File: config.mk
export PLATFORM = sky130hd
export DESIGN_NAME = qjs_ctrl
export DESIGN_NICKNAME = d
export VERILOG_FILES = /design/src/rtl/qjs_pkg.sv /design/src/rtl/qjs_ctrl.sv
export SDC_FILE = /design/constraint.sdc
export NUM_CORES = 1
export LEC_CHECK = 0
export ABC_AREA = 1
export BUFFER_PORTS_ARGS = -buffer_cell sky130_fd_sc_hd__buf_2
export CAP_MARGIN = 0
export CORE_MARGIN = 4
export CORE_UTILIZATION = 57
export DETAILED_ROUTE_END_ITERATION = 10
export MAX_ROUTING_LAYER = met4
export PLACE_DENSITY_LB_ADDON = 0.12
export RECOVER_POWER = 100
export SLEW_MARGIN = 20
export SYNTH_ARGS = -nofsm -noshare
export SYNTH_HDL_FRONTEND = slang
export SYNTH_SLANG_ARGS = --single-unit
File: constraint.sdc
create_clock -name clk -period 2.6 [get_ports clk]
set_input_delay 0.52 -clock clk [delete_from_list [all_inputs] [get_ports clk]]
set_output_delay 0.52 -clock clk [all_outputs]
set_load 0.03 [all_outputs]
File: src/rtl/qjs_pkg.sv
// qjs_pkg: shared constants, payload types, sequencer steps and helpers
// for the two-level quantum jump step unit
// no dependencies
package qjs_pkg;

    // newton refinement count for the reciprocal square root
    localparam int NORM_ITERATIONS = 4;
    localparam int IterW = (NORM_ITERATIONS > 1) ? $clog2(NORM_ITERATIONS) : 1;

    // amplitude register file: a_re, a_im, b_re, b_im
    localparam int NumAmps = 4;
    localparam int AmpIdxW = 2;

    // configuration port
    localparam int CfgIdxW  = 2;
    localparam int CfgDataW = 32;

    typedef enum logic [CfgIdxW-1:0] {
        CFG_RABI   = 2'd0,
        CFG_DETUNE = 2'd1,
        CFG_DECAY  = 2'd2,
        CFG_DT     = 2'd3
    } cfg_idx_t;

    localparam logic [31:0] RABI_RESET   = 32'd21810381;
    localparam logic [31:0] DETUNE_RESET = 32'd23991419;
    localparam logic [30:0] DECAY_RESET  = 31'd9227469;
    localparam logic [31:0] DT_RESET     = 32'd4294967;

    // fixed point constants
    localparam logic signed [31:0] Q30_ONE   = 32'sd1073741824;
    localparam logic [31:0]        SEED_LOW  = 32'd916495976;
    localparam logic [31:0]        SEED_HIGH = 32'd648060520;
    localparam logic [35:0]        THREE_Q30 = 36'd3 << 30;
    localparam logic [34:0]        X_LOW     = 35'd1 << 30;
    localparam logic [34:0]        X_MID     = 35'd1 << 31;

    typedef struct packed {
        logic        action;
        logic [31:0] uniform_draw;
    } step_in_t;

    typedef struct packed {
        logic        jumped;
        logic [31:0] amp0_re;
        logic [31:0] amp0_im;
        logic [31:0] amp1_re;
        logic [31:0] amp1_im;
        logic [31:0] expect_x;
        logic [31:0] expect_y;
        logic [31:0] expect_z;
        logic [30:0] population0;
        logic [30:0] population1;
        logic [31:0] jump_total;
    } step_out_t;

    // sequencer steps, one-hot
    localparam int StepW = 50;
    typedef enum logic [StepW-1:0] {
        ST_IDLE  = 50'd1 << 0,
        ST_RST   = 50'd1 << 1,
        ST_PA0   = 50'd1 << 2,
        ST_PA1   = 50'd1 << 3,
        ST_PA2   = 50'd1 << 4,
        ST_G0    = 50'd1 << 5,
        ST_G1    = 50'd1 << 6,
        ST_G2    = 50'd1 << 7,
        ST_PR0   = 50'd1 << 8,
        ST_PR1   = 50'd1 << 9,
        ST_PR2   = 50'd1 << 10,
        ST_BR    = 50'd1 << 11,
        ST_JMP   = 50'd1 << 12,
        ST_E0    = 50'd1 << 13,
        ST_E1    = 50'd1 << 14,
        ST_E2    = 50'd1 << 15,
        ST_E3    = 50'd1 << 16,
        ST_E4    = 50'd1 << 17,
        ST_E5    = 50'd1 << 18,
        ST_E6    = 50'd1 << 19,
        ST_E7    = 50'd1 << 20,
        ST_E8    = 50'd1 << 21,
        ST_E9    = 50'd1 << 22,
        ST_E10   = 50'd1 << 23,
        ST_D0    = 50'd1 << 24,
        ST_D1    = 50'd1 << 25,
        ST_D2    = 50'd1 << 26,
        ST_N0    = 50'd1 << 27,
        ST_N1    = 50'd1 << 28,
        ST_N2    = 50'd1 << 29,
        ST_N3    = 50'd1 << 30,
        ST_N4    = 50'd1 << 31,
        ST_NSH   = 50'd1 << 32,
        ST_NSEED = 50'd1 << 33,
        ST_W0    = 50'd1 << 34,
        ST_W1    = 50'd1 << 35,
        ST_W2    = 50'd1 << 36,
        ST_W3    = 50'd1 << 37,
        ST_SC0   = 50'd1 << 38,
        ST_SC1   = 50'd1 << 39,
        ST_O0    = 50'd1 << 40,
        ST_O1    = 50'd1 << 41,
        ST_O2    = 50'd1 << 42,
        ST_O3    = 50'd1 << 43,
        ST_O4    = 50'd1 << 44,
        ST_O5    = 50'd1 << 45,
        ST_O6    = 50'd1 << 46,
        ST_O7    = 50'd1 << 47,
        ST_O8    = 50'd1 << 48,
        ST_FIN   = 50'd1 << 49
    } step_t;

    typedef struct packed {
        step_t              step;
        logic [AmpIdxW-1:0] idx;
        logic               take;
        logic               load_out;
    } cmd_t;

    typedef struct packed {
        logic jump;
        logic x_zero;
        logic x_low;
        logic x_high;
    } status_t;

    // clamp to the signed 32 bit range
    function automatic logic signed [31:0] sat32(input logic signed [63:0] v);
        logic signed [31:0] r;
        if (v > 64'sh0000_0000_7fff_ffff)
        begin
            r = 32'sh7fff_ffff;
        end
        else if (v < -64'sh0000_0000_8000_0000)
        begin
            r = 32'sh8000_0000;
        end
        else
        begin
            r = v[31:0];
        end
        return r;
    endfunction

endpackage

File: src/rtl/qjs_ctrl.sv
// qjs_ctrl: step sequencer for the quantum jump unit, owns the handshakes
// and loop counters; depends on qjs_pkg
module qjs_ctrl (
    input  logic             clk,
    input  logic             rst_n,
    input  logic             in_valid,
    input  logic             in_action,
    output logic             in_ready,
    output logic             out_valid,
    input  logic             out_ready,
    input  qjs_pkg::status_t status,
    output qjs_pkg::cmd_t    cmd
);
    import qjs_pkg::*;

    step_t              state_reg, state_next;
    logic [AmpIdxW-1:0] idx_reg, idx_next;
    logic [IterW-1:0]   iter_reg, iter_next;
    logic               out_valid_reg, out_valid_next;
    logic               take;
    logic               load;

    assign in_ready = (state_reg == ST_IDLE);
    assign take     = in_valid && in_ready;
    assign load     = (state_reg == ST_FIN) && (!out_valid_reg || out_ready);

    // next step
    always_comb
    begin
        state_next = state_reg;
        idx_next   = idx_reg;
        iter_next  = iter_reg;
        case (state_reg)
            ST_IDLE:
            begin
                if (take)
                begin
                    state_next = in_action ? ST_RST : ST_PA0;
                end
            end
            ST_RST:  state_next = ST_O0;
            ST_PA0:  state_next = ST_PA1;
            ST_PA1:  state_next = ST_PA2;
            ST_PA2:  state_next = ST_G0;
            ST_G0:   state_next = ST_G1;
            ST_G1:   state_next = ST_G2;
            ST_G2:   state_next = ST_PR0;
            ST_PR0:  state_next = ST_PR1;
            ST_PR1:  state_next = ST_PR2;
            ST_PR2:  state_next = ST_BR;
            ST_BR:   state_next = status.jump ? ST_JMP : ST_E0;
            ST_JMP:  state_next = ST_N0;
            ST_E0:   state_next = ST_E1;
            ST_E1:   state_next = ST_E2;
            ST_E2:   state_next = ST_E3;
            ST_E3:   state_next = ST_E4;
            ST_E4:   state_next = ST_E5;
            ST_E5:   state_next = ST_E6;
            ST_E6:   state_next = ST_E7;
            ST_E7:   state_next = ST_E8;
            ST_E8:   state_next = ST_E9;
            ST_E9:   state_next = ST_E10;
            ST_E10:
            begin
                state_next = ST_D0;
                idx_next   = '0;
            end
            ST_D0:   state_next = ST_D1;
            ST_D1:   state_next = ST_D2;
            ST_D2:
            begin
                if (idx_reg == AmpIdxW'(NumAmps - 1))
                begin
                    state_next = ST_N0;
                end
                else
                begin
                    state_next = ST_D0;
                    idx_next   = idx_reg + 1'b1;
                end
            end
            ST_N0:   state_next = ST_N1;
            ST_N1:   state_next = ST_N2;
            ST_N2:   state_next = ST_N3;
            ST_N3:   state_next = ST_N4;
            ST_N4:   state_next = ST_NSH;
            ST_NSH:
            begin
                if (status.x_zero)
                begin
                    state_next = ST_O0;
                end
                else if (!status.x_low && !status.x_high)
                begin
                    state_next = ST_NSEED;
                end
            end
            ST_NSEED:
            begin
                state_next = ST_W0;
                iter_next  = '0;
            end
            ST_W0:   state_next = ST_W1;
            ST_W1:   state_next = ST_W2;
            ST_W2:   state_next = ST_W3;
            ST_W3:
            begin
                if (iter_reg == IterW'(NORM_ITERATIONS - 1))
                begin
                    state_next = ST_SC0;
                    idx_next   = '0;
                end
                else
                begin
                    state_next = ST_W0;
                    iter_next  = iter_reg + 1'b1;
                end
            end
            ST_SC0:  state_next = ST_SC1;
            ST_SC1:
            begin
                if (idx_reg == AmpIdxW'(NumAmps - 1))
                begin
                    state_next = ST_O0;
                end
                else
                begin
                    state_next = ST_SC0;
                    idx_next   = idx_reg + 1'b1;
                end
            end
            ST_O0:   state_next = ST_O1;
            ST_O1:   state_next = ST_O2;
            ST_O2:   state_next = ST_O3;
            ST_O3:   state_next = ST_O4;
            ST_O4:   state_next = ST_O5;
            ST_O5:   state_next = ST_O6;
            ST_O6:   state_next = ST_O7;
            ST_O7:   state_next = ST_O8;
            ST_O8:   state_next = ST_FIN;
            ST_FIN:
            begin
                if (load)
                begin
                    state_next = ST_IDLE;
                end
            end
            default: state_next = ST_IDLE;
        endcase
    end

    // output valid flag
    always_comb
    begin
        out_valid_next = out_valid_reg;
        if (out_valid_reg && out_ready)
        begin
            out_valid_next = 1'b0;
        end
        if (load)
        begin
            out_valid_next = 1'b1;
        end
    end

    always_ff @(posedge clk or negedge rst_n)
    begin
        if (!rst_n)
        begin
            state_reg     <= ST_IDLE;
            idx_reg       <= '0;
            iter_reg      <= '0;
            out_valid_reg <= 1'b0;
        end
        else
        begin
            state_reg     <= state_next;
            idx_reg       <= idx_next;
            iter_reg      <= iter_next;
            out_valid_reg <= out_valid_next;
        end
    end

    assign out_valid    = out_valid_reg;
    assign cmd.step     = state_reg;
    assign cmd.idx      = idx_reg;
    assign cmd.take     = take;
    assign cmd.load_out = load;

endmodule

==> metrics.txt <==
status finished, final reports clean; total vias in the final route 3895; Die W 89.03 um; worst r2r src state_reg[1]$_DFFE_PN0P_; Chip Height 89.03 um; post-layout minimum cycle time 2.582 ns; Critical Path RT 2.08 ns; Slew HR 13.71%; Post-Route WL 9791 um; clk slew on worst S/H paths 0.10 ns; setup TNS 0 ns; Synth Register Bits 55; R2R cell count 12; TritonCTS Buffers 5; Leak 2.615 nW; hold worst-path end state_reg[2]$_DFFE_PN0P_; Starting Density 58.94%; Core ar. 0.006350 mm2; startpoint types flop; die area 0.007925 mm2; number of I/O pins 65; Max clock buf depth 2; max_cap viols 0; Post-DRT Antenna Nets 0; Final Max Tran Viols 0; worst-margin pin slew 1.294 ns; clk root buf clkbuf_8; hold path depth 2; worst skew pair latency 0.31 ns; Mapped Cells 548; post-synth design cell area 0.003742 mm2; DR pass1 iterations 5; Avg Inst Size Synth 6.829 um2; Rows 29; layout cells sized above 1 28.96%; DR vias/cell 5.314; async set-or-reset flop fraction in the synthesized netlist 100.0%; ANT cells 0; DP Wirelength 6799 um; skew final 0.006176 ns; IO Port Bufs 64; Fin. Hold Viols 0; DRC errors left 0; crit path capture type output port; critical path class reg -> out; crit path max-delay cell type dfrtp_1; routed wire length per instance 13.36 um; largest net degree at the start of global routing 33; Reg2Reg Capture Point idx_reg[1]$_DFFE_PN0P_; RePlAce Congestion 0.9275; first-pass GRT wire length 15360 um; Yosys cell types 36; Synth Flop Type dfrtp_1; final net count 666; Hold-fix buffers, CTS 0; Yosys warnings 0; gr ovfl total 0; CP Max Fanout 6; crit path cell chain nor2_2 > nand2_2 > nor2_4 > nand2_4 > inv_4 > nand2_4 > nor4_4 > inv_1 > nor2_2 > buf_6; pwr dens 504.3 mW/mm2; Post-synth EDFFs 0; hold path start in_action; final setup fails 0; R2R setup slack 0.40 ns; area grow syn2layout 27.85%; Worst path max stage delay 0.44 ns; crit path DAT 2.06 ns; vias in the first global route 3507; syn_nets 559; Total Power 2.413 mW; Worst Hold Class in -> reg; Max Clock Freq 0.3873 GHz; Max H-tree Level 2; DRC marker count from the first detailed-route iteration 222; commonest non-fill, non-tap cells in the layout 102 x nand2_1, 100 x nor2_1, 75 x inv_1, 61 x nand3_1, 51 x buf_2; antenna violations before repair 0; GRT Util Overall 24.80%; CTS tree yes; max FFs per register 50; most common cell after layout, fill and taps aside nand2_1; sequential share of the synthesized area 36.81%; IR drop worst, VDD 0.4450 mV; RSZ-0062 raised after global routing yes; fill cell count 481; Clock Sinks 55; period utilisation layout 99.31%
==> critical path, delay by kind of cell, from the launching register on <==
kind / cells / cell delay [ns]
buffers and inverters: 3 / 0.30
and+or+nand+nor: 7 / 1.01
DFF: 1 / 0.44
==> area by class of cell <==
type | count | area [um2] | share of cell area (%)
Multi-Input combinational cell | 397 | 2177 | 45.50
Sequential cell | 55 | 1391 | 29.08
Tap cell | 77 | 96.34 | 2.014
Timing Repair Buffer | 115 | 703.2 | 14.70
Clock buffer | 8 | 100.1 | 2.092
Inverter | 81 | 316.6 | 6.616
==> worst max-delay path by stage <==
stage                                          from      to  slack, ns  depth (start not counted)
after floorplan           state_reg[33]$_DFFE_PN0P_  cmd[1]       0.07                         13
after global placement    state_reg[38]$_DFFE_PN0P_  cmd[1]       0.27                         12
after detailed placement  state_reg[38]$_DFFE_PN0P_  cmd[1]       0.19                         12
after CTS                  state_reg[1]$_DFFE_PN0P_  cmd[0]      0.007                         10
after global routing       state_reg[1]$_DFFE_PN0P_  cmd[0]      -0.13                         10
final                      state_reg[1]$_DFFE_PN0P_  cmd[0]       0.02                         10
==> routing by layer <==
metal  wire [um]  up-vias  track usage, %
met4         119        0           4.736
met1        4268     1819           32.25
li1            -     1951               -
met5           0        -               -
met2        4907      112           41.50
met3         495       13           3.871
==> power breakdown <==
group / leakage [nW] / switching [mW] / internal (mW)
Clock: 0.0515 / 0.285 / 0.244
Sequential: 0.746 / 0.0293 / 0.885
Combinational: 1.82 / 0.658 / 0.312
==> logic make-up (layout without fill, tap and decap cells) <==
logic type / after synthesis / count (layout) / share of synthesized area, %
buf+inv: 96 / 204 / 10.50
compound gates: 25 / 25 / 4.112
fa+ha+maj: 2 / 2 / 0.6686
flops: 55 / 55 / 36.81
simple gates: 370 / 370 / 47.91
==> Yosys cell counts, types with 2 or more instances <==
| master | n | area share, % |
|---|---|---|
| nor2_4 | 6 | 1.8 |
| nand3_1 | 61 | 8.2 |
| nand4_1 | 11 | 1.8 |
| nand2_1 | 104 | 10 |
| inv_1 | 75 | 7.5 |
| or2_2 | 2 | 0.33 |
| nor2_2 | 10 | 1.7 |
| clkbuf_1 | 4 | 0.40 |
| dfrtp_1 | 54 | 36 |
| nor2_1 | 117 | 12 |
| nand4_2 | 2 | 0.67 |
| o21ai_1 | 3 | 0.40 |
| ha_1 | 2 | 0.67 |
| nand3b_1 | 3 | 0.60 |
| nand2_2 | 10 | 1.7 |
| buf_6 | 2 | 0.60 |
| nor2_8 | 3 | 1.6 |
| inv_2 | 6 | 0.60 |
| nor3_1 | 27 | 3.6 |
| nand2_4 | 4 | 1.2 |
| buf_4 | 3 | 0.60 |
| nor4_1 | 5 | 0.84 |
| a21o_1 | 7 | 1.4 |
| o21ai_0 | 11 | 1.5 |
| buf_2 | 5 | 0.67 |
==> repair_timing <==
item                       CTS  global route
pin swaps                    7            26
gates resized for setup     20            50
setup buffers               10            34
setup endpoints to repair    3             3
==> through the flow <==
stage | utilization, % | hold WS [ns] | worst slack, ns | instances | cell area (um2)
2_1_floorplan | - | 0.2244 | 0.07346 | 548 | 3742
3_3_place_gp | 65.12 | 0.4838 | 0.2655 | 681 | 4135
3_5_place_dp | 65.12 | 0.4864 | 0.1913 | 681 | 4135
4_1_cts | 68.91 | 0.2154 | 0.006999 | 699 | 4375
5_1_grt | 75.35 | 0.3519 | -0.1315 | 733 | 4785
6_report | 75.35 | 0.3623 | 0.01805 | 733 | 4785
Note: power is estimated with default switching activity, not from simulation.
